$ cat config.mk
export PLATFORM = sky130hd
export DESIGN_NAME = voxel_cell_face_mesher_top_flat
export DESIGN_NICKNAME = d
export VERILOG_FILES = /design/src/hdl/vcfm_pkg.sv /design/src/hdl/vcfm_if.sv /design/src/hdl/vcfm_front.sv /design/src/hdl/vcfm_queue.sv /design/src/hdl/vcfm_back.sv /design/src/hdl/voxel_cell_face_mesher_top.sv /design/src/flat_wrapper.sv
export SDC_FILE = /design/constraint.sdc
export NUM_CORES = 1
export LEC_CHECK = 0
export ABC_AREA = 1
export BUFFER_PORTS_ARGS = -buffer_cell sky130_fd_sc_hd__buf_2
export CORE_UTILIZATION = 55
export CTS_CLUSTER_DIAMETER = 100
export DETAILED_ROUTE_END_ITERATION = 10
export PLACE_DENSITY = 0.76
export REMOVE_ABC_BUFFERS = 1
export SLEW_MARGIN = 20
export SYNTH_ARGS = -nofsm -noshare
export SYNTH_HDL_FRONTEND = slang
export SYNTH_SLANG_ARGS = --single-unit
$ cat constraint.sdc
create_clock -name clk_i -period 6.4 [get_ports clk_i]
set_input_delay 1.28 -clock clk_i [delete_from_list [all_inputs] [get_ports clk_i]]
set_output_delay 1.28 -clock clk_i [all_outputs]
set_load 0.01 [all_outputs]
$ cat src/hdl/vcfm_pkg.sv
// ----------------------------------------------------------------------------
// Voxel cell face mesher package
// Shared types, cell geometry tables and helper functions.
// ----------------------------------------------------------------------------
package vcfm_pkg;

  localparam int CoordW       = 16;
  localparam int SolidW       = 8;
  localparam int NumFaces     = 6;
  localparam int FaceW        = 3;
  localparam int VertsPerFace = 6;
  localparam int VertW        = 3;
  localparam int NormW        = 2;
  localparam int QueueDepth   = 2;

  typedef logic signed [CoordW-1:0] coord_t;
  typedef logic        [SolidW-1:0] solid_t;
  typedef logic        [NumFaces-1:0] face_mask_t;
  typedef logic        [FaceW-1:0]  face_t;
  typedef logic        [VertW-1:0]  vert_idx_t;
  typedef logic signed [NormW-1:0]  norm_t;

  typedef struct packed {
    coord_t     x;
    coord_t     y;
    coord_t     z;
    face_mask_t faces;
  } job_t;

  // Corner indexes of each face, in emit order of the quad.
  localparam logic [2:0] FaceCorners [NumFaces][4] = '{
    '{3'd0, 3'd1, 3'd2, 3'd3},
    '{3'd4, 3'd5, 3'd6, 3'd7},
    '{3'd0, 3'd1, 3'd5, 3'd4},
    '{3'd2, 3'd3, 3'd7, 3'd6},
    '{3'd1, 3'd2, 3'd6, 3'd5},
    '{3'd0, 3'd3, 3'd7, 3'd4}
  };

  // Two triangles per quad: v0, v1, v2, v2, v3, v0.
  localparam logic [1:0] QuadOrder [VertsPerFace] = '{
    2'd0, 2'd1, 2'd2, 2'd2, 2'd3, 2'd0
  };

  // Corner offsets packed as {dx, dy, dz}.
  localparam logic [2:0] CornerOff [8] = '{
    3'b000, 3'b100, 3'b110, 3'b010,
    3'b001, 3'b101, 3'b111, 3'b011
  };

  // Face normals packed as {nx, ny, nz}.
  localparam logic [3*NormW-1:0] FaceNormal [NumFaces] = '{
    6'b00_00_01, 6'b00_00_01,
    6'b00_11_00, 6'b00_01_00,
    6'b01_00_00, 6'b01_00_00
  };

  localparam vert_idx_t LastVert = vert_idx_t'(VertsPerFace - 1);

  function automatic face_mask_t qualifying_faces(solid_t solid);
    face_mask_t  mask;
    logic [3:0]  bits;
    mask = '0;
    for (int f = 0; f < NumFaces; f++) begin
      for (int c = 0; c < 4; c++) begin
        bits[c] = solid[FaceCorners[f][c]];
      end
      mask[f] = ($countones(bits) != 2);
    end
    if ((solid == '0) || (solid == '1)) begin
      mask = '0;
    end
    return mask;
  endfunction

  function automatic face_t first_face(face_mask_t mask);
    face_t f;
    f = '0;
    for (int i = NumFaces - 1; i >= 0; i--) begin
      if (mask[i]) begin
        f = face_t'(i);
      end
    end
    return f;
  endfunction

endpackage

$ cat src/hdl/vcfm_if.sv
// ----------------------------------------------------------------------------
// Voxel cell face mesher channels
// Valid/ready channels for input cells and output vertices.
// ----------------------------------------------------------------------------
interface vcfm_cell_if;
  import vcfm_pkg::*;

  logic   valid;
  logic   ready;
  coord_t cell_x;
  coord_t cell_y;
  coord_t cell_z;
  solid_t corner_solid;

  modport source (output valid, output cell_x, output cell_y, output cell_z,
                  output corner_solid, input ready);
  modport sink   (input valid, input cell_x, input cell_y, input cell_z,
                  input corner_solid, output ready);
endinterface

interface vcfm_vert_if;
  import vcfm_pkg::*;

  logic   valid;
  logic   ready;
  coord_t vert_x;
  coord_t vert_y;
  coord_t vert_z;
  norm_t  normal_x;
  norm_t  normal_y;
  norm_t  normal_z;
  face_t  face_number;
  logic   last_vertex;

  modport source (output valid, output vert_x, output vert_y, output vert_z,
                  output normal_x, output normal_y, output normal_z,
                  output face_number, output last_vertex, input ready);
  modport sink   (input valid, input vert_x, input vert_y, input vert_z,
                  input normal_x, input normal_y, input normal_z,
                  input face_number, input last_vertex, output ready);
endinterface

$ cat src/hdl/vcfm_front.sv
// ----------------------------------------------------------------------------
// Voxel cell face mesher front end
// Accepts cells, finds the faces that emit, and drops cells with none.
// ----------------------------------------------------------------------------
module vcfm_front (
  vcfm_cell_if.sink      cell_i,
  output logic           push_o,
  output vcfm_pkg::job_t job_o,
  input  logic           room_i
);
  import vcfm_pkg::*;

  face_mask_t faces;

  assign faces        = qualifying_faces(cell_i.corner_solid);
  assign cell_i.ready = room_i;
  assign push_o       = cell_i.valid && room_i && (faces != '0);

  assign job_o.x     = cell_i.cell_x;
  assign job_o.y     = cell_i.cell_y;
  assign job_o.z     = cell_i.cell_z;
  assign job_o.faces = faces;

endmodule

$ cat src/hdl/vcfm_queue.sv
// ----------------------------------------------------------------------------
// Voxel cell face mesher job queue
// Small FIFO of classified cells between the front and back ends.
// ----------------------------------------------------------------------------
module vcfm_queue #(
  parameter int Depth = vcfm_pkg::QueueDepth
) (
  input  logic           clk_i,
  input  logic           rst_ni,
  input  logic           push_i,
  input  vcfm_pkg::job_t job_i,
  output logic           room_o,
  output logic           valid_o,
  output vcfm_pkg::job_t job_o,
  input  logic           pop_i
);
  import vcfm_pkg::*;

  localparam int PtrW = (Depth > 1) ? $clog2(Depth) : 1;
  localparam int CntW = $clog2(Depth + 1);

  job_t            mem_q [Depth];
  logic [PtrW-1:0] wr_q, wr_d;
  logic [PtrW-1:0] rd_q, rd_d;
  logic [CntW-1:0] cnt_q, cnt_d;
  logic            do_push;
  logic            do_pop;

  assign room_o  = (cnt_q != CntW'(Depth));
  assign valid_o = (cnt_q != '0);
  assign job_o   = mem_q[rd_q];
  assign do_push = push_i && room_o;
  assign do_pop  = pop_i && valid_o;

  always_comb begin
    wr_d  = wr_q;
    rd_d  = rd_q;
    cnt_d = cnt_q;
    if (do_push) begin
      wr_d = (wr_q == PtrW'(Depth - 1)) ? '0 : wr_q + 1'b1;
    end
    if (do_pop) begin
      rd_d = (rd_q == PtrW'(Depth - 1)) ? '0 : rd_q + 1'b1;
    end
    if (do_push && !do_pop) begin
      cnt_d = cnt_q + 1'b1;
    end else if (!do_push && do_pop) begin
      cnt_d = cnt_q - 1'b1;
    end
  end

  always_ff @(posedge clk_i or negedge rst_ni) begin
    if (!rst_ni) begin
      wr_q  <= '0;
      rd_q  <= '0;
      cnt_q <= '0;
    end else begin
      wr_q  <= wr_d;
      rd_q  <= rd_d;
      cnt_q <= cnt_d;
    end
  end

  always_ff @(posedge clk_i) begin
    if (do_push) begin
      mem_q[wr_q] <= job_i;
    end
  end

endmodule

$ cat src/hdl/vcfm_back.sv
// ----------------------------------------------------------------------------
// Voxel cell face mesher back end
// Walks the qualifying faces of one cell and emits six vertices per face.
// ----------------------------------------------------------------------------
module vcfm_back (
  input  logic           clk_i,
  input  logic           rst_ni,
  input  logic           valid_i,
  input  vcfm_pkg::job_t job_i,
  output logic           pop_o,
  vcfm_vert_if.source    vert_o
);
  import vcfm_pkg::*;

  logic       busy_q, busy_d;
  coord_t     x_q, y_q, z_q;
  face_mask_t rem_q, rem_d;
  vert_idx_t  k_q, k_d;
  logic       out_valid_q;

  face_t      face;
  face_mask_t rem_clr;
  logic       adv;
  logic       face_done;
  logic       last;
  logic [2:0] corner;
  logic [2:0] off;

  assign face      = first_face(rem_q);
  assign rem_clr   = rem_q & ~(face_mask_t'(1) << face);
  assign adv       = busy_q && (!out_valid_q || vert_o.ready);
  assign face_done = (k_q == LastVert);
  assign last      = face_done && (rem_clr == '0);
  assign pop_o     = valid_i && (!busy_q || (adv && last));
  assign corner    = FaceCorners[face][QuadOrder[k_q]];
  assign off       = CornerOff[corner];

  always_comb begin
    busy_d = busy_q;
    rem_d  = rem_q;
    k_d    = k_q;
    if (adv) begin
      if (face_done) begin
        k_d   = '0;
        rem_d = rem_clr;
        if (last) begin
          busy_d = 1'b0;
        end
      end else begin
        k_d = k_q + 1'b1;
      end
    end
    if (pop_o) begin
      busy_d = 1'b1;
      rem_d  = job_i.faces;
      k_d    = '0;
    end
  end

  always_ff @(posedge clk_i or negedge rst_ni) begin
    if (!rst_ni) begin
      busy_q      <= 1'b0;
      rem_q       <= '0;
      k_q         <= '0;
      out_valid_q <= 1'b0;
    end else begin
      busy_q <= busy_d;
      rem_q  <= rem_d;
      k_q    <= k_d;
      if (adv) begin
        out_valid_q <= 1'b1;
      end else if (vert_o.ready) begin
        out_valid_q <= 1'b0;
      end
    end
  end

  always_ff @(posedge clk_i) begin
    if (pop_o) begin
      x_q <= job_i.x;
      y_q <= job_i.y;
      z_q <= job_i.z;
    end
    if (adv) begin
      vert_o.vert_x      <= x_q + coord_t'(off[2]);
      vert_o.vert_y      <= y_q + coord_t'(off[1]);
      vert_o.vert_z      <= z_q + coord_t'(off[0]);
      vert_o.normal_x    <= FaceNormal[face][3*NormW-1:2*NormW];
      vert_o.normal_y    <= FaceNormal[face][2*NormW-1:NormW];
      vert_o.normal_z    <= FaceNormal[face][NormW-1:0];
      vert_o.face_number <= face;
      vert_o.last_vertex <= last;
    end
  end

  assign vert_o.valid = out_valid_q;

endmodule

$ cat src/hdl/voxel_cell_face_mesher_top.sv
// ----------------------------------------------------------------------------
// Voxel cell face mesher top level
// Front end, job queue and back end of the cell face mesher.
// ----------------------------------------------------------------------------
// Each cell beat gives six vertex beats for every face that has other than
// two solid corners, with last_vertex set on the final one; cells that are
// uniform or have no such face give no vertex beat. The front end takes one
// cell beat per cycle while the job queue has room; cells without output are
// dropped there. The back end emits one vertex per cycle from its output
// register while the sink is ready, 6 * n vertices for a cell with n emitting
// faces (at most 36), with no gap between cells; the first vertex of a cell
// passes through the job queue, the back end's job state and output register.
module voxel_cell_face_mesher_top #(
  parameter int QueueDepth = vcfm_pkg::QueueDepth
) (
  input  logic        clk_i,
  input  logic        rst_ni,
  vcfm_cell_if.sink   cell_i,
  vcfm_vert_if.source vert_o
);
  import vcfm_pkg::*;

  logic push;
  logic room;
  logic job_valid;
  logic pop;
  job_t job_in;
  job_t job_out;

  vcfm_front u_front (
    .cell_i (cell_i),
    .push_o (push),
    .job_o  (job_in),
    .room_i (room)
  );

  vcfm_queue #(
    .Depth (QueueDepth)
  ) u_queue (
    .clk_i   (clk_i),
    .rst_ni  (rst_ni),
    .push_i  (push),
    .job_i   (job_in),
    .room_o  (room),
    .valid_o (job_valid),
    .job_o   (job_out),
    .pop_i   (pop)
  );

  vcfm_back u_back (
    .clk_i   (clk_i),
    .rst_ni  (rst_ni),
    .valid_i (job_valid),
    .job_i   (job_out),
    .pop_o   (pop),
    .vert_o  (vert_o)
  );

endmodule

$ cat src/flat_wrapper.sv
// flat-port wrapper written by rule: the top's interface ports become plain ports
module voxel_cell_face_mesher_top_flat import vcfm_pkg::*;
#(
  parameter int QueueDepth = vcfm_pkg::QueueDepth
)
  (clk_i, rst_ni, cell_i_valid, cell_i_cell_x, cell_i_cell_y, cell_i_cell_z, cell_i_corner_solid, cell_i_ready, vert_o_valid, vert_o_vert_x, vert_o_vert_y, vert_o_vert_z, vert_o_normal_x, vert_o_normal_y, vert_o_normal_z, vert_o_face_number, vert_o_last_vertex, vert_o_ready);
  vcfm_cell_if cell_i_i ();
  vcfm_vert_if vert_o_i ();
  input  logic clk_i;
  input  logic rst_ni;
  input wire logic [$bits(cell_i_i.valid)-1:0] cell_i_valid;
  input wire logic [$bits(cell_i_i.cell_x)-1:0] cell_i_cell_x;
  input wire logic [$bits(cell_i_i.cell_y)-1:0] cell_i_cell_y;
  input wire logic [$bits(cell_i_i.cell_z)-1:0] cell_i_cell_z;
  input wire logic [$bits(cell_i_i.corner_solid)-1:0] cell_i_corner_solid;
  output wire logic [$bits(cell_i_i.ready)-1:0] cell_i_ready;
  output wire logic [$bits(vert_o_i.valid)-1:0] vert_o_valid;
  output wire logic [$bits(vert_o_i.vert_x)-1:0] vert_o_vert_x;
  output wire logic [$bits(vert_o_i.vert_y)-1:0] vert_o_vert_y;
  output wire logic [$bits(vert_o_i.vert_z)-1:0] vert_o_vert_z;
  output wire logic [$bits(vert_o_i.normal_x)-1:0] vert_o_normal_x;
  output wire logic [$bits(vert_o_i.normal_y)-1:0] vert_o_normal_y;
  output wire logic [$bits(vert_o_i.normal_z)-1:0] vert_o_normal_z;
  output wire logic [$bits(vert_o_i.face_number)-1:0] vert_o_face_number;
  output wire logic [$bits(vert_o_i.last_vertex)-1:0] vert_o_last_vertex;
  input wire logic [$bits(vert_o_i.ready)-1:0] vert_o_ready;
  assign cell_i_i.valid = cell_i_valid;
  assign cell_i_i.cell_x = cell_i_cell_x;
  assign cell_i_i.cell_y = cell_i_cell_y;
  assign cell_i_i.cell_z = cell_i_cell_z;
  assign cell_i_i.corner_solid = cell_i_corner_solid;
  assign cell_i_ready = cell_i_i.ready;
  assign vert_o_valid = vert_o_i.valid;
  assign vert_o_vert_x = vert_o_i.vert_x;
  assign vert_o_vert_y = vert_o_i.vert_y;
  assign vert_o_vert_z = vert_o_i.vert_z;
  assign vert_o_normal_x = vert_o_i.normal_x;
  assign vert_o_normal_y = vert_o_i.normal_y;
  assign vert_o_normal_z = vert_o_i.normal_z;
  assign vert_o_face_number = vert_o_i.face_number;
  assign vert_o_last_vertex = vert_o_i.last_vertex;
  assign vert_o_i.ready = vert_o_ready;
  voxel_cell_face_mesher_top #(.QueueDepth(QueueDepth)) u_core (.clk_i(clk_i), .rst_ni(rst_ni), .cell_i(cell_i_i), .vert_o(vert_o_i));
endmodule
==> flow_summary.json <==
{
  "totalWireLength_um": 15500,
  "cp_max_fo": 36,
  "postLayoutSetupSlackWorst_ns": 2.43,
  "syn_area_um2": 9340,
  "synth-async-reset-ratio_pct": 6.61,
  "clock_sinks": 227,
  "intPower_mw": 3.08,
  "slowest_stage": "inv_2",
  "pwr-share-clk_pct": 26.3,
  "r2r_setup_slack_ns": 2.83,
  "ys_ff_latch": 227,
  "setup.worst_path.start_class": "primary input",
  "setup_violations": 0,
  "synth_warnings": 0,
  "status": "complete, no violations",
  "start_util_pct": 56.3,
  "sequentialPowerShare_pct": 49.5,
  "crit_chain": "buf_2, inv_1, ha_1, ha_1, fa_1, inv_1, nor3_1, nor2_1, nor2_1, nand3_1, nand2_1, inv_1, nand2_1, inv_2, buf_4",
  "holdCritPathClass": "reg -> reg",
  "sw_frac_of_total_pct": 30.4,
  "drt_iter0_drc": 242,
  "seqCellArea_um2": 6740,
  "route.detailed.drc": 0,
  "cts_tree": "built",
  "grt_max_degree": 60,
  "drive_gt1_share_pct": 19.6,
  "cts-root-buf": "clkbuf_16",
  "gp_congestion": 0.784,
  "cts_buffer_depth": 3,
  "worst-path-buf-inv": 6,
  "clk_latency_ns": 0.49,
  "grt_pass1_wl_um": 25200,
  "antenna_found_initial": 3,
  "synth_seq_area_share_pct": 72.2,
  "finalCritPeriodShare_pct": 62.1,
  "postRouteAntennaNets": 0,
  "place_ws_ns": 1.86,
  "grt_pass1_vias": 5235,
  "fp.dieW_um": 132,
  "timing.slew.headroom_pct": 45.5,
  "clk_pin_slew_ns": 0.06,
  "end_kind": "flip-flop",
  "cts_max_level": 1,
  "finish.instance_area_um2": 10900,
  "port_buffers": 117,
  "syn_avg_cell_area_um2": 13.1,
  "max_stage_delay_ns": 0.57,
  "cts_buffers": 23,
  "p_leak_nw": 4.53,
  "die_h_um": 132,
  "syn_inst": 715,
  "multi_input_area_um2": 2310,
  "p_sw_mw": 1.34,
  "vias": 5337,
  "crit_family": "buffers and inverters",
  "fmax_mhz": 252,
  "timing.critical_path.mode_cell": "inv_1",
  "drt_pass1_iterations": 5,
  "place_area_um2": 10200,
  "synth_cell_types": 38,
  "filler_cell_count": 1274,
  "critPathArrivalTime_ns": 4.13,
  "wire_per_inst_um": 14.2,
  "vias_per_cell": 4.90,
  "cts_resized": 0,
  "area_growth_pct": 16.3,
  "nets": 941,
  "final_max_slew_viol_count": 0,
  "tightest_slew_ns": 0.816,
  "p_total_mw": 4.42,
  "synth_flop_cell": "edfxtp_1",
  "hold_viol": 0,
  "holdBufCountCts": 0,
  "die_area_um2": 17500,
  "skew_ns": 0.00773,
  "dp_hpwl_um": 10800,
  "rows": 47,
  "post-route-min-period_ns": 3.97,
  "drv_cap": 0,
  "p_per_area_nw_per_um2": 407,
  "grt_usage_pct": 18.3,
  "worstSetupPathType": "in -> reg",
  "cts_setup_buffers": 0,
  "grt_overflow": 0,
  "power_frac_comb_pct": 24.2,
  "cp_data_required_time_ns": 6.56,
  "io_pins": 120,
  "core_area_um2": 16600,
  "setup_tns_ns": 0,
  "synth_edf_count": 212,
  "vdd.ir_drop.worst_mv": 0.228,
  "rsz0062_at_grt": "false"
}
## sequential cells by signal (all words and copies together), names as in the netlist
signal	cells
u_core.u_back.vert_o.normal_x	1
u_core.u_back.vert_o.normal_y	2
u_core.u_back.x_q	16
u_core.u_queue.rd_q	1
u_core.u_back.rem_q	6
u_core.u_back.vert_o.face_number	3
u_core.u_back.busy_q	1
u_core.u_queue.mem_q	108
u_core.u_back.vert_o.vert_x	16
u_core.u_back.k_q	3
u_core.u_back.z_q	16
u_core.u_back.vert_o.normal_z	1
u_core.u_back.vert_o.last_vertex	1
u_core.u_back.y_q	16
u_core.u_back.vert_o.vert_z	16
u_core.u_queue.wr_q	1
u_core.u_back.vert_o.valid	1
u_core.u_queue.cnt_q	2
u_core.u_back.vert_o.vert_y	16
## worst paths after layout
| path | depth (start not counted) | end | start |
|---|---|---|---|
| hold reg to reg | 2 | u_core.u_queue.wr_q | u_core.u_queue.wr_q |
| min in group asynchronous | 1 | u_core.u_queue.cnt_q[1] | rst_ni |
| max in group asynchronous | 1 | u_core.u_queue.rd_q | rst_ni |
| setup reg to reg | 18 | u_core.u_back.vert_o.vert_x[12] | u_core.u_back.rem_q[0] |
| hold / removal | 2 | u_core.u_queue.wr_q | u_core.u_queue.wr_q |
| setup / recovery | 15 | u_core.u_queue.mem_q[0][27] | cell_i_corner_solid[2] |
## layout make-up
| type | count | area share, % |
|---|---|---|
| Antenna cell | 3 | 0.0691 |
| Clock buffer | 31 | 5.58 |
| Clock inverter | 10 | 0.403 |
| Inverter | 64 | 2.21 |
| Multi-Input combinational cell | 411 | 21.3 |
| Sequential cell | 227 | 62.1 |
| Tap cell | 220 | 2.53 |
| Timing Repair Buffer | 123 | 5.81 |
## power by group through the flow
stage | Combinational [mW] | Clock (mW) | Sequential [mW]
after floorplan | 0.640 | 0 | 2.29
after global placement | 1.05 | 0 | 2.21
after detailed placement | 1.09 | 0 | 2.22
after CTS | 1.09 | 1.19 | 2.19
after global routing | 1.23 | 1.25 | 2.21
final | 1.07 | 1.16 | 2.19
## routing by layer
metal | wire length, um | track usage [%]
met1 | 6590 | 23.4
met2 | 7790 | 31.8
met3 | 698 | 3.23
met5 | 0 | 0
met4 | 395 | 6.26
## cells in the mapped netlist (7+ instances only)
| master | instances | area (um^2) |
|---|---|---|
| nor2_1 | 22 | 82.6 |
| clkbuf_1 | 8 | 30.0 |
| nand4_1 | 7 | 43.8 |
| nand2_1 | 223 | 837 |
| xor2_1 | 29 | 254 |
| inv_1 | 62 | 233 |
| xnor2_1 | 17 | 149 |
| ha_1 | 25 | 313 |
| nand3_1 | 24 | 120 |
| dfrtp_1 | 15 | 375 |
| o21ai_0 | 8 | 40.0 |
| a21oi_1 | 9 | 45.0 |
| edfxtp_1 | 212 | 6370 |
## through the flow
step / util [%] / cells / hold slack (ns)
6_report: 65.5 / 1089 / 0.502
5_1_grt: 65.5 / 1088 / 0.507
4_1_cts: 65.4 / 1086 / 0.505
3_5_place_dp: 61.5 / 1045 / 0.491
3_3_place_gp: 61.5 / 1045 / 0.463
2_1_floorplan: - / 702 / 0.449
## logic make-up (layout without fill, tap and decap cells)
kind of cell,after synthesis,count (layout),synth area share (%)
simple gates,299,299,13.4
flops,227,227,72.2
buf+inv,78,228,3.29
xor+xnor,46,46,4.31
compound gates,33,33,2.10
fa+ha+maj,31,31,4.63
other cells,1,5,0.0401
## worst min-delay path: stages, from the launching register on
cell     delay (ns)
dfrtp_1        0.35
nand2_1        0.06
nand2_1        0.06
## placed cells by master (no fill, tap or decap), types with 14 or more instances in the layout
cell type	synthesis	final
buf_2	0	117
clkbuf_16	0	23
dfrtp_1	15	14
edfxtp_1	212	212
ha_1	25	25
inv_1	62	60
nand2_1	223	223
nand3_1	24	24
nor2_1	22	21
xnor2_1	17	17
xor2_1	29	29
Power figures use the tool's default switching activity.
